==> src/hw/rtl/cpu_control_register_and_branch_unit_defines.svh <==
// Assertion macros for the control register and branch unit.
// Included by the files that carry concurrent assertions; needs clk and rst in scope.
`ifndef CPU_CONTROL_REGISTER_AND_BRANCH_UNIT_DEFINES_SVH
`define CPU_CONTROL_REGISTER_AND_BRANCH_UNIT_DEFINES_SVH
`ifndef SYNTH
// same-cycle implication
`define CRBU_ASSERT(label, ante, cons) \
  label: assert property (@(posedge clk) disable iff (rst) (ante) |-> (cons)) \
    else $error("crbu assertion failed");
// next-cycle implication
`define CRBU_ASSERT_NEXT(label, ante, cons) \
  label: assert property (@(posedge clk) disable iff (rst) (ante) |=> (cons)) \
    else $error("crbu assertion failed");
`else
`define CRBU_ASSERT(label, ante, cons)
`define CRBU_ASSERT_NEXT(label, ante, cons)
`endif
`endif

==> src/hw/rtl/crbu_pkg.sv <==
// Shared types and constants of the control register and branch unit.
// No dependencies; used by the interfaces' users, crbu_exec and the top level.
package crbu_pkg;

  localparam int NUM_LEVELS = 4;  // exception levels with a bank, 2..4
  localparam int LVL_W = $clog2(NUM_LEVELS);
  localparam logic [1:0] LEVEL_MAX = 2'(NUM_LEVELS - 1);

  localparam logic [7:0] PSW_C_MASK = 8'h80;
  localparam int PSW_C_BIT  = 7;
  localparam int PSW_Z_BIT  = 6;
  localparam int PSW_S_BIT  = 5;
  localparam int PSW_OV_BIT = 4;

  typedef enum logic [4:0] {
    MODE_ADDSP    = 5'd0,
    MODE_WR_ECSR  = 5'd1,
    MODE_WR_ELR   = 5'd2,
    MODE_WR_EPSW  = 5'd3,
    MODE_RD_ELR   = 5'd4,
    MODE_RD_SP    = 5'd5,
    MODE_WR_PSW   = 5'd6,
    MODE_RD_ECSR  = 5'd7,
    MODE_RD_EPSW  = 5'd8,
    MODE_RD_PSW   = 5'd9,
    MODE_WR_SP    = 5'd10,
    MODE_LEA      = 5'd11,
    MODE_PSW_OR   = 5'd12,
    MODE_PSW_AND  = 5'd13,
    MODE_CPLC     = 5'd14,
    MODE_BC       = 5'd15,
    MODE_B        = 5'd16,
    MODE_BL       = 5'd17,
    MODE_RT       = 5'd18,
    MODE_RTI      = 5'd19
  } mode_t;

  typedef enum logic [3:0] {
    COND_NC     = 4'd0,
    COND_C      = 4'd1,
    COND_GT     = 4'd2,
    COND_LE     = 4'd3,
    COND_GE     = 4'd4,
    COND_LT     = 4'd5,
    COND_GTS    = 4'd6,
    COND_LES    = 4'd7,
    COND_NZ     = 4'd8,
    COND_Z      = 4'd9,
    COND_NOV    = 4'd10,
    COND_OV     = 4'd11,
    COND_NS     = 4'd12,
    COND_S      = 4'd13,
    COND_AL     = 4'd14,
    COND_AL_ALT = 4'd15
  } cond_t;

  typedef struct packed {
    logic [4:0]  mode;
    logic [15:0] operand_value;
    logic [15:0] long_immediate;
    logic        has_long_immediate;
    logic        has_register;
    logic [3:0]  branch_condition;
    logic [7:0]  psw_immediate;
    logic [7:0]  flags_in;
    logic [15:0] current_pc;
  } instr_t;

  typedef struct packed {
    logic [7:0]  psw;
    logic [15:0] sp;
    logic [15:0] ea;
    logic [15:0] link_pc;
    logic [7:0]  link_segment;
    logic [7:0]  segment;
  } arch_t;

  typedef struct packed {
    logic [7:0]  seg;
    logic [15:0] pc;
    logic [7:0]  psw;
  } bank_entry_t;

  typedef struct packed {
    logic        seg_we;
    logic        pc_we;
    logic        psw_we;
    bank_entry_t data;
  } bank_wr_t;

  typedef struct packed {
    logic [15:0] read_value;
    logic [15:0] next_pc;
    logic        branch_taken;
  } exec_out_t;

endpackage

==> src/hw/rtl/crbu_if.sv <==
// Valid/ready channel interfaces of the control register and branch unit.
// Instruction channel and result channel; no dependencies.
interface crbu_instr_if;
  logic        valid;
  logic        ready;
  logic [4:0]  mode;
  logic [15:0] operand_value;
  logic [15:0] long_immediate;
  logic        has_long_immediate;
  logic        has_register;
  logic [3:0]  branch_condition;
  logic [7:0]  psw_immediate;
  logic [7:0]  flags_in;
  logic [15:0] current_pc;

  modport source (
    output valid, mode, operand_value, long_immediate, has_long_immediate,
           has_register, branch_condition, psw_immediate, flags_in, current_pc,
    input  ready
  );
  modport sink (
    input  valid, mode, operand_value, long_immediate, has_long_immediate,
           has_register, branch_condition, psw_immediate, flags_in, current_pc,
    output ready
  );
endinterface

interface crbu_result_if;
  logic        valid;
  logic        ready;
  logic [15:0] read_value;
  logic [15:0] next_pc;
  logic [7:0]  code_segment;
  logic [7:0]  status_word;
  logic [15:0] stack_pointer;
  logic [15:0] effective_address;
  logic        branch_taken;

  modport source (
    output valid, read_value, next_pc, code_segment, status_word, stack_pointer,
           effective_address, branch_taken,
    input  ready
  );
  modport sink (
    input  valid, read_value, next_pc, code_segment, status_word, stack_pointer,
           effective_address, branch_taken,
    output ready
  );
endinterface

==> src/hw/rtl/crbu_exec.sv <==
// Single-pass execute logic: next architectural state, bank write and result.
// Depends on crbu_pkg.
module crbu_exec import crbu_pkg::*; (
  input  instr_t      item,
  input  arch_t       cur,
  input  bank_entry_t bank_rd,
  input  logic        sp_align,
  output arch_t       nxt,
  output bank_wr_t    bank_wr,
  output exec_out_t   res
);

  logic        f_c, f_z, f_s, f_ov;
  logic        le, lts, les;
  logic        cond_ok;
  logic [15:0] disp8;
  logic [15:0] sp_sum;
  logic [15:0] lea_sum;
  logic [15:0] bc_target;
  logic        level_nonzero;

  assign f_c  = item.flags_in[PSW_C_BIT];
  assign f_z  = item.flags_in[PSW_Z_BIT];
  assign f_s  = item.flags_in[PSW_S_BIT];
  assign f_ov = item.flags_in[PSW_OV_BIT];
  assign le   = f_z | f_c;
  assign lts  = f_ov ^ f_s;
  assign les  = lts | f_z;

  always_comb begin
    case (cond_t'(item.branch_condition))
      COND_NC:     cond_ok = !f_c;
      COND_C:      cond_ok = f_c;
      COND_GT:     cond_ok = !le;
      COND_LE:     cond_ok = le;
      COND_GE:     cond_ok = !lts;
      COND_LT:     cond_ok = lts;
      COND_GTS:    cond_ok = !les;
      COND_LES:    cond_ok = les;
      COND_NZ:     cond_ok = !f_z;
      COND_Z:      cond_ok = f_z;
      COND_NOV:    cond_ok = !f_ov;
      COND_OV:     cond_ok = f_ov;
      COND_NS:     cond_ok = !f_s;
      COND_S:      cond_ok = f_s;
      COND_AL,
      COND_AL_ALT: cond_ok = 1'b1;
      default:     cond_ok = 1'b1;
    endcase
  end

  assign disp8         = {{8{item.operand_value[7]}}, item.operand_value[7:0]};
  assign sp_sum        = cur.sp + disp8;
  assign lea_sum       = (item.has_register ? item.operand_value : 16'h0000)
                       + (item.has_long_immediate ? item.long_immediate : 16'h0000);
  // halfword displacement
  assign bc_target     = item.current_pc + {disp8[14:0], 1'b0};
  assign level_nonzero = |cur.psw[1:0];

  always_comb begin
    nxt                  = cur;
    bank_wr              = '0;
    bank_wr.data.seg     = item.operand_value[7:0];
    bank_wr.data.pc      = item.operand_value;
    bank_wr.data.psw     = item.operand_value[7:0];
    res.read_value       = 16'h0000;
    res.next_pc          = item.current_pc;
    res.branch_taken     = 1'b0;

    case (mode_t'(item.mode))
      MODE_ADDSP: begin
        nxt.sp = {sp_sum[15:1], sp_sum[0] & !sp_align};
      end
      MODE_WR_ECSR: bank_wr.seg_we = 1'b1;
      MODE_WR_ELR:  bank_wr.pc_we  = 1'b1;
      MODE_WR_EPSW: bank_wr.psw_we = level_nonzero;
      MODE_RD_ELR:  res.read_value = bank_rd.pc;
      MODE_RD_SP:   res.read_value = cur.sp;
      MODE_WR_PSW:  nxt.psw = item.operand_value[7:0];
      MODE_RD_ECSR: res.read_value = {8'h00, bank_rd.seg};
      MODE_RD_EPSW: begin
        if (level_nonzero) begin
          res.read_value = {8'h00, bank_rd.psw};
        end
      end
      MODE_RD_PSW:  res.read_value = {8'h00, cur.psw};
      MODE_WR_SP: begin
        nxt.sp = {item.operand_value[15:1], item.operand_value[0] & !sp_align};
      end
      MODE_LEA:     nxt.ea  = lea_sum;
      MODE_PSW_OR:  nxt.psw = cur.psw | item.psw_immediate;
      MODE_PSW_AND: nxt.psw = cur.psw & item.psw_immediate;
      MODE_CPLC:    nxt.psw = cur.psw ^ PSW_C_MASK;
      MODE_BC: begin
        if (cond_ok) begin
          res.next_pc      = bc_target;
          res.branch_taken = 1'b1;
        end
      end
      MODE_B, MODE_BL: begin
        if (mode_t'(item.mode) == MODE_BL) begin
          nxt.link_pc      = item.current_pc;
          nxt.link_segment = cur.segment;
        end
        if (item.has_long_immediate) begin
          nxt.segment = item.operand_value[7:0];
          res.next_pc = item.long_immediate;
        end else begin
          res.next_pc = item.operand_value;
        end
        res.branch_taken = 1'b1;
      end
      MODE_RT: begin
        nxt.segment      = cur.link_segment;
        res.next_pc      = cur.link_pc;
        res.branch_taken = 1'b1;
      end
      MODE_RTI: begin
        nxt.segment      = bank_rd.seg;
        nxt.psw          = bank_rd.psw;
        res.next_pc      = bank_rd.pc;
        res.branch_taken = 1'b1;
      end
      default: ;
    endcase
  end

endmodule

==> src/hw/rtl/cpu_control_register_and_branch_unit.sv <==
// Top level of the control register and branch unit: pipeline, state and banks.
// Depends on crbu_pkg, crbu_if.sv, crbu_exec and the assertion macro header.
//
// Executes one decoded control-flow or control-register instruction per
// transfer and returns one result per instruction, in order. It holds PSW,
// SP, EA, the link pc/segment, the code segment and one bank of saved
// segment, pc and PSW per exception level (NUM_LEVELS in crbu_pkg, 2..4);
// the bank used is PSW bits 1:0, saturated to the top level present.
// Throughput is one instruction per clock while the result side keeps up:
// an instruction lands in an input register, crosses the execute logic in
// one pass while the state updates, and its result is held in an output
// register, which offers it to the result side. The result register lets a
// new instruction enter while an earlier result is still waiting, and
// back-pressure from the result side reaches the instruction side through
// the input register only when both are full. cfg_wr_en/cfg_wr_data set
// sp_align (clear SP bit 0 after SP writes and adds); write it only while the unit is
// empty. Reset is synchronous and clears all state, banks included.
`include "cpu_control_register_and_branch_unit_defines.svh"

module cpu_control_register_and_branch_unit import crbu_pkg::*; (
  input  logic          clk,
  input  logic          rst,
  crbu_instr_if.sink    instr,
  crbu_result_if.source result,
  input  logic          cfg_wr_en,
  input  logic          cfg_wr_data
);

  // input stage
  logic   s1_valid;
  instr_t s1_instr;
  logic   advance;

  // architectural state
  arch_t       arch;
  arch_t       arch_next;
  logic        sp_align;
  bank_entry_t banks [NUM_LEVELS];
  logic [1:0]  lvl_sat;
  logic [LVL_W-1:0] lvl;
  bank_wr_t    bank_wr;
  exec_out_t   exec_res;

  // result stage
  logic        out_valid;
  logic [15:0] out_read_value;
  logic [15:0] out_next_pc;
  logic [7:0]  out_code_segment;
  logic [7:0]  out_status_word;
  logic [15:0] out_stack_pointer;
  logic [15:0] out_effective_address;
  logic        out_branch_taken;

  // The input stage moves on whenever the result register is free or drains.
  assign advance     = s1_valid && (!out_valid || result.ready);
  assign instr.ready = !s1_valid || advance;

  always_ff @(posedge clk) begin
    if (rst) begin
      s1_valid <= 1'b0;
    end else if (instr.ready) begin
      s1_valid <= instr.valid;
    end
  end

  always_ff @(posedge clk) begin
    if (instr.valid && instr.ready) begin
      s1_instr.mode               <= instr.mode;
      s1_instr.operand_value      <= instr.operand_value;
      s1_instr.long_immediate     <= instr.long_immediate;
      s1_instr.has_long_immediate <= instr.has_long_immediate;
      s1_instr.has_register       <= instr.has_register;
      s1_instr.branch_condition   <= instr.branch_condition;
      s1_instr.psw_immediate      <= instr.psw_immediate;
      s1_instr.flags_in           <= instr.flags_in;
      s1_instr.current_pc         <= instr.current_pc;
    end
  end

  always_ff @(posedge clk) begin
    if (rst) begin
      sp_align <= 1'b0;
    end else if (cfg_wr_en) begin
      sp_align <= cfg_wr_data;
    end
  end

  // Bank index: exception level from PSW, clipped to the levels present.
  assign lvl_sat = (arch.psw[1:0] > LEVEL_MAX) ? LEVEL_MAX : arch.psw[1:0];
  assign lvl     = lvl_sat[LVL_W-1:0];

  crbu_exec u_exec (
    .item     (s1_instr),
    .cur      (arch),
    .bank_rd  (banks[lvl]),
    .sp_align (sp_align),
    .nxt      (arch_next),
    .bank_wr  (bank_wr),
    .res      (exec_res)
  );

  // State commits exactly once per instruction, as it enters the result stage.
  always_ff @(posedge clk) begin
    if (rst) begin
      arch <= '0;
    end else if (advance) begin
      arch <= arch_next;
    end
  end

  always_ff @(posedge clk) begin
    if (rst) begin
      for (int i = 0; i < NUM_LEVELS; i++) begin
        banks[i] <= '0;
      end
    end else if (advance) begin
      if (bank_wr.seg_we) begin
        banks[lvl].seg <= bank_wr.data.seg;
      end
      if (bank_wr.pc_we) begin
        banks[lvl].pc <= bank_wr.data.pc;
      end
      if (bank_wr.psw_we) begin
        banks[lvl].psw <= bank_wr.data.psw;
      end
    end
  end

  always_ff @(posedge clk) begin
    if (rst) begin
      out_valid <= 1'b0;
    end else if (advance) begin
      out_valid <= 1'b1;
    end else if (result.ready) begin
      out_valid <= 1'b0;
    end
  end

  always_ff @(posedge clk) begin
    if (advance) begin
      out_read_value        <= exec_res.read_value;
      out_next_pc           <= exec_res.next_pc;
      out_branch_taken      <= exec_res.branch_taken;
      out_code_segment      <= arch_next.segment;
      out_status_word       <= arch_next.psw;
      out_stack_pointer     <= arch_next.sp;
      out_effective_address <= arch_next.ea;
    end
  end

  assign result.valid             = out_valid;
  assign result.read_value        = out_read_value;
  assign result.next_pc           = out_next_pc;
  assign result.code_segment      = out_code_segment;
  assign result.status_word       = out_status_word;
  assign result.stack_pointer     = out_stack_pointer;
  assign result.effective_address = out_effective_address;
  assign result.branch_taken      = out_branch_taken;

  // a stalled instruction stays in the input stage
  `CRBU_ASSERT_NEXT(a_stage_holds, s1_valid && !advance, s1_valid)
  // state only moves with an instruction
  `CRBU_ASSERT_NEXT(a_arch_frozen, !advance, $stable(arch))
  // reported PSW/SP match the committed registers
  `CRBU_ASSERT_NEXT(a_state_reported, advance,
                    result.status_word == arch.psw && result.stack_pointer == arch.sp)
  // untaken instructions fall through to the fetched pc
  `CRBU_ASSERT_NEXT(a_fall_through, advance && !exec_res.branch_taken,
                    result.next_pc == $past(s1_instr.current_pc))

endmodule

==> src/flat_wrapper.sv <==
// flat-port wrapper written by rule: the top's interface ports become plain ports
module cpu_control_register_and_branch_unit_flat import crbu_pkg::*;
  (clk, rst, cfg_wr_en, cfg_wr_data, instr_valid, instr_mode, instr_operand_value, instr_long_immediate, instr_has_long_immediate, instr_has_register, instr_branch_condition, instr_psw_immediate, instr_flags_in, instr_current_pc, instr_ready, result_valid, result_read_value, result_next_pc, result_code_segment, result_status_word, result_stack_pointer, result_effective_address, result_branch_taken, result_ready);
  crbu_instr_if instr_i ();
  crbu_result_if result_i ();
  input  logic clk;
  input  logic rst;
  input  logic cfg_wr_en;
  input  logic cfg_wr_data;
  input wire logic [$bits(instr_i.valid)-1:0] instr_valid;
  input wire logic [$bits(instr_i.mode)-1:0] instr_mode;
  input wire logic [$bits(instr_i.operand_value)-1:0] instr_operand_value;
  input wire logic [$bits(instr_i.long_immediate)-1:0] instr_long_immediate;
  input wire logic [$bits(instr_i.has_long_immediate)-1:0] instr_has_long_immediate;
  input wire logic [$bits(instr_i.has_register)-1:0] instr_has_register;
  input wire logic [$bits(instr_i.branch_condition)-1:0] instr_branch_condition;
  input wire logic [$bits(instr_i.psw_immediate)-1:0] instr_psw_immediate;
  input wire logic [$bits(instr_i.flags_in)-1:0] instr_flags_in;
  input wire logic [$bits(instr_i.current_pc)-1:0] instr_current_pc;
  output wire logic [$bits(instr_i.ready)-1:0] instr_ready;
  output wire logic [$bits(result_i.valid)-1:0] result_valid;
  output wire logic [$bits(result_i.read_value)-1:0] result_read_value;
  output wire logic [$bits(result_i.next_pc)-1:0] result_next_pc;
  output wire logic [$bits(result_i.code_segment)-1:0] result_code_segment;
  output wire logic [$bits(result_i.status_word)-1:0] result_status_word;
  output wire logic [$bits(result_i.stack_pointer)-1:0] result_stack_pointer;
  output wire logic [$bits(result_i.effective_address)-1:0] result_effective_address;
  output wire logic [$bits(result_i.branch_taken)-1:0] result_branch_taken;
  input wire logic [$bits(result_i.ready)-1:0] result_ready;
  assign instr_i.valid = instr_valid;
  assign instr_i.mode = instr_mode;
  assign instr_i.operand_value = instr_operand_value;
  assign instr_i.long_immediate = instr_long_immediate;
  assign instr_i.has_long_immediate = instr_has_long_immediate;
  assign instr_i.has_register = instr_has_register;
  assign instr_i.branch_condition = instr_branch_condition;
  assign instr_i.psw_immediate = instr_psw_immediate;
  assign instr_i.flags_in = instr_flags_in;
  assign instr_i.current_pc = instr_current_pc;
  assign instr_ready = instr_i.ready;
  assign result_valid = result_i.valid;
  assign result_read_value = result_i.read_value;
  assign result_next_pc = result_i.next_pc;
  assign result_code_segment = result_i.code_segment;
  assign result_status_word = result_i.status_word;
  assign result_stack_pointer = result_i.stack_pointer;
  assign result_effective_address = result_i.effective_address;
  assign result_branch_taken = result_i.branch_taken;
  assign result_i.ready = result_ready;
  cpu_control_register_and_branch_unit u_core (.clk(clk), .rst(rst), .instr(instr_i), .result(result_i), .cfg_wr_en(cfg_wr_en), .cfg_wr_data(cfg_wr_data));
endmodule
==> config.mk <==
export PLATFORM = sky130hd
export DESIGN_NAME = cpu_control_register_and_branch_unit_flat
export DESIGN_NICKNAME = d
export VERILOG_FILES = /design/src/hw/rtl/crbu_pkg.sv /design/src/hw/rtl/crbu_if.sv /design/src/hw/rtl/crbu_exec.sv /design/src/hw/rtl/cpu_control_register_and_branch_unit.sv /design/src/flat_wrapper.sv
export VERILOG_INCLUDE_DIRS = /design/src /design/src/hw/rtl
export SDC_FILE = /design/constraint.sdc
export NUM_CORES = 1
export LEC_CHECK = 0
export BUFFER_PORTS_ARGS = -buffer_cell sky130_fd_sc_hd__buf_2
export CAP_MARGIN = 10
export CORE_MARGIN = 3
export CORE_UTILIZATION = 43
export DETAILED_ROUTE_END_ITERATION = 7
export GPL_TIMING_DRIVEN = 0
export PLACE_DENSITY = 0.71
export SYNTH_ARGS = -nofsm -noshare
export SYNTH_HDL_FRONTEND = slang
export SYNTH_SLANG_ARGS = --single-unit
==> constraint.sdc <==
create_clock -name clk -period 12.5 [get_ports clk]
set_input_delay 3.75 -clock clk [delete_from_list [all_inputs] [get_ports clk]]
set_output_delay 3.75 -clock clk [all_outputs]
set_load 0.02 [all_outputs]
-- Word level (Yosys, flattened, before mapping)
Memories as Yosys holds them, arrays and structs flattened.
Index checks and enable logic that the tools add are counted.
- add/sub/neg operators: 3
- magnitude comparators: 1
- eq/ne operators: 34
- mux-type cells: 36
- bitwise gates (word level): 8
- reduce and logical (&&, ||, !) cells: 22
- operator list (kind ; number):
    16-bit one-hot mux with 5 select lines ; 1
    17-bit one-hot mux with 4 select lines ; 1
    16-bit two-way mux ; 4
    16-bit adder ; 3
    5-bit by 4-bit equality test with 1-bit output (second input constant) ; 8
    8-bit one-hot mux with 5 select lines ; 1
    4-bit equality test (second input constant) ; 8
    32-bit two-way mux ; 1
    16-bit one-hot mux with 2 select lines ; 1
    32-bit OR reduction ; 1
    8-bit one-hot mux with 3 select lines ; 1
    5-bit by 3-bit equality test with 1-bit output (second input constant) ; 4
    5-bit equality test (second input constant) ; 4
    1-bit two-way mux ; 19
    17-bit two-way mux ; 1
    4-bit by 3-bit equality test with 1-bit output (second input constant) ; 4
    8-bit two-way mux ; 2
    1-bit one-hot mux with 15 select lines ; 1
    5-bit by 2-bit equality test with 1-bit output (second input constant) ; 2
    1-bit logical NOT ; 10
    8-bit bitwise AND ; 1
    4-bit by 2-bit equality test with 1-bit output (second input constant) ; 2
    8-bit OR ; 1
    2-bit OR reduction ; 3
    other kinds (15) ; 20
- bits in registers: 231
- memory bits (writable): 128
- input port bits: 81
- output and inout port bits: 83
- logic and storage cells: 130
- memories kept: 1
- memories (memory ; words ; bits a word ; read ports ; clocked after memory_dff ; write ports ; RTL line ; source):
    u_core.banks ; 4 ; 32 ; 1 ; 0 ; 4 ; cpu_control_register_and_branch_unit.sv:38 ; bank_entry_t banks [NUM_LEVELS];

-- Logic depth before layout (Yosys ltp)
- word-level depth: 8
- depth in mapped cells: 13
- mapped depth without buffers: 11

-- Modules after synthesis
A second synthesis with hierarchy kept.
- cell total of the unflattened synthesis: 1579
- area, all modules: 18230.0 sq um
- by module, submodules not included (module ; instances ; cells an instance ; area an instance (sq um) ; sequential area each (sq um)):
    cpu_control_register_and_branch_unit ; 1 ; 844 ; 13173.9 ; 10029.6
    crbu_exec ; 1 ; 735 ; 5056.1 ; 0.0

-- Worst setup path after synthesis
OpenSTA, ideal clock, no wires.
- path kind: input to output
- start: input result_ready
- end: output instr_ready
- data arrival time: 4102 ps
- data required time: 8750 ps
- slack: 4648 ps
- stages: 2
- path buffers: 0
- path through: nor2b_1 nand2_1
- word-level cells in the longest chain between the ends: 3
- RTL lines (element ; RTL line ; source):
    start: declaration ; flat_wrapper.sv:29 ; input wire logic [$bits(result_i.ready)-1:0] result_ready;
    1-bit logical OR ; cpu_control_register_and_branch_unit.sv:55 ; assign advance = s1_valid && (!out_valid || result.ready);
    1-bit logical AND ; cpu_control_register_and_branch_unit.sv:55 ;
    1-bit logical OR ; cpu_control_register_and_branch_unit.sv:56 ; assign instr.ready = !s1_valid || advance;
    end: declaration ; flat_wrapper.sv:20 ; output wire logic [$bits(instr_i.ready)-1:0] instr_ready;
No other way between the ends.

-- Final worst setup path
Same ends and word-level chain as after synthesis.

==> metrics.cfg <==
[final_layout]
final_cells=2223
layout_common_cells=280 x edfxtp_1, 171 x buf_2, 138 x nand2_1
layout_commonest_cell=edfxtp_1
drive_gt1_share_pct=17.2
fillers=3437
n_antenna_cell=0
nets=1803
fin_util_pct=51.1
synthToLayoutAreaGrowth_pct=16.4

[synthesis]
netlist_instances=1465
synthTopCellsByArea=edfxtp_1 49%, dfxtp_1 8.8%, mux4_2 4.2%
yosysTopAreaCell=edfxtp_1
ys_async_sr_fraction_pct=0
synth_top_area_share_pct=49.1
synth_edf_count=280
synth_ff_type=edfxtp_1
syn_area_um2=17100
yosys_warnings=0
avgSynthCellArea_um2=11.7
ys_seq_area_share_pct=57.9
synth.distinct_cells=77
ys_seq_elements=355

[clocking]
htree_levels=2
clkSinkCount=355
clockRootBuffer=clkbuf_16
ctsHoldBuffers=0
postCtsSetupBuffers=0
cts_buffers=39
cts_resized=0
worstSkewPairLatency_ns=0.56
clockBufferDepth=3
cts_tree=built
clk_pin_slew_ns=0.06

[place]
post-dp-hpwl_um=40200
io_buffers=158
place_congestion=0.980
dp.cells=2152

[power_and_ir_drop]
clkPwrFrac_pct=40.4
p_leak_uw=0.00747
ir_worst_vdd_uv=78.6
p_sw_share_pct=25.3
power_frac_seq_pct=48.1
intPower_uw=2130
p_switching_uw=719
power_uw=2850
combPwrFrac_pct=11.5
powerDensity_nw_per_um2=143

[setup_path]
cpMostUsedCell=buf_2
r2r_start=u_core.s1_instr[37]
crit_arrival_ns=4.34
crit_path_max_incr_delay_ns=0.20
criticalPathCategory=in2out
crit_path_max_fanout=4
critPathBufInv=2
path_delay_family=simple AND/OR/NAND/NOR gates
start_kind=input pin
rr_worst_depth=13
slowest_stage=nor2b_1
crit_path_cell_trace=buf_2 -> nor2b_1 -> nand2_1 -> buf_2
r2r-end=u_core.result.effective_address[14]
end_kind=output pin
r2r_slack_ns=8.34
worstPathRequired_ns=8.75

[flow_run]
maxCapViolations=0

[sta]
finalHoldViolations=0
finalCriticalPeriod_ns=8.09
worst_slew_pin_slew_ns=1.13
period_share_pct=64.7
setup_viol=0
slew_headroom_pct=24.0
slew_viol_final=0
rsz0062_at_grt=false
tns_ns=0
fin_skew_ns=0.0327
max_freq_ghz=0.124

[floorplanning]
start_util_pct=43.9
std_cell_rows=72
die_h_um=206
core_area_um2=39000
die_w_um=206
io_pins=164
dieArea_um2=42300

[worst_hold_path]
min_to=u_core.arch[9]
hp-class=reg2reg
hold_start=u_core.arch[9]
worstHoldPathCells=2

[drt]
vias=13500
wl_per_cell_um=24.6
totalWireLength_um=54700
vias_per_cell=6.05
drt_iter0_drc=1668
drtAntennaViolNets=0
drt-pass1-iter-count=6
drcViolationCount=0

[global_routing]
antenna_found_initial=0
track_usage_pct=25.8
grt_max_degree=51
grt_use_met1_pct=34.8
grt-ovfl-total=0
gr-max-usage-layer=met2
grt_pass1_wl_um=81200
groute.layer.met2.usage_pct=39.7
grt_pass1_vias=13100
grt_use_met3_pct=5.49

[run_status]
outcome=finished, final reports clean

[logic make-up (layout without fill, tap and decap cells)]
family | Yosys count | in the layout | share of synthesized area, %
muxes | 50 | 50 | 5.33
AOI/OAI and AO/OA | 364 | 364 | 14.7
xor gates and xnor gates | 32 | 32 | 1.64
DFF | 355 | 355 | 57.9
adders and majority gates | 47 | 47 | 3.57
buffers and inverters | 123 | 356 | 2.79
and+or+nand+nor | 493 | 493 | 14.1
other | 1 | 8 | 0.0219
[power by group through the flow]
stage	sequential [uW]	combinational (uW)	clock [uW]
global placement	1390	312	0
finish	1370	328	1150
floorplan	1390	194	0
CTS	1370	323	1160
global route	1370	354	1210
detailed placement	1390	321	0
[flip-flops by register name (all words and copies together) (netlist names)]
register                         count
u_core.banks                       128
u_core.result.effective_address     16
u_core.result.branch_taken           1
u_core.result.stack_pointer         16
u_core.sp_align                      1
u_core.result.next_pc               16
u_core.result.status_word            8
u_core.s1_valid                      1
u_core.s1_instr                     71
u_core.arch                         72
u_core.result.code_segment           8
u_core.result.read_value            16
u_core.result.valid                  1
[metal layers]
layer	vias to the layer above	wire length, um
li1	5963	-
met2	749	24700
met5	-	0
met4	0	3050
met3	180	5380
met1	6558	21600
[cell usage after synthesis, types with 13 or more instances]
cell and n:
a211oi_1 27, o21ai_0 50, nor2_1 116, inv_1 31
a22o_1 16, a221oi_1 21, xnor2_1 18, a22oi_1 16
xor2_1 14, nor4_1 17, and2_1 77, nand2b_1 13
a221o_1 20, clkbuf_1 64, o21a_1 17, nand2_1 138
ha_1 44, nor3_1 71, mux4_2 32, a21o_1 30
a21oi_1 99, edfxtp_1 280, dfxtp_1 75
[how the worst max path moves through the flow]
| stage | slack [ns] | start | cells past startpoint | to |
|---|---|---|---|---|
| after floorplan | 4.65 | result_ready | 2 | instr_ready |
| after global routing | 4.35 | result_ready | 4 | instr_ready |
| after CTS | 4.41 | result_ready | 4 | instr_ready |
| after detailed placement | 4.41 | result_ready | 4 | instr_ready |
| after global placement | 3.17 | result_ready | 8 | u_core.arch[5] |
| final | 4.41 | result_ready | 4 | instr_ready |
[per-stage QoR]
stage	area, um^2	hold WS, ns	worst slack (ns)
6_report	19900	0.459	4.41
5_1_grt	19900	0.481	4.35
4_1_cts	19900	0.458	4.41
3_5_place_dp	18700	0.448	4.41
3_3_place_gp	18600	0.438	3.17
2_1_floorplan	17200	0.433	4.65
[cell type report]
cell class / instances / area [um^2] / share of cell area [%]
Inverter: 38 / 143 / 0.716
Buffer: 85 / 337 / 1.69
Clock buffer: 53 / 1070 / 5.37
Sequential cell: 355 / 9910 / 49.7
Timing Repair Buffer: 162 / 868 / 4.36
Tap cell: 518 / 648 / 3.25
Clock inverter: 18 / 188 / 0.942
Multi-Input combinational cell: 994 / 6770 / 34.0
[worst reg2reg max path: cells and delay by family, from the launching register on]
kind / cells / cell delay (ns)
buffers and inverters: 3 / 1.00
AOI/OAI and AO/OA: 5 / 1.18
and+or+nand+nor: 2 / 0.47
DFF: 1 / 0.48
xor gates and xnor gates: 1 / 0.13
adders and majority gates: 2 / 0.62
(Power assumes the default switching activity.)
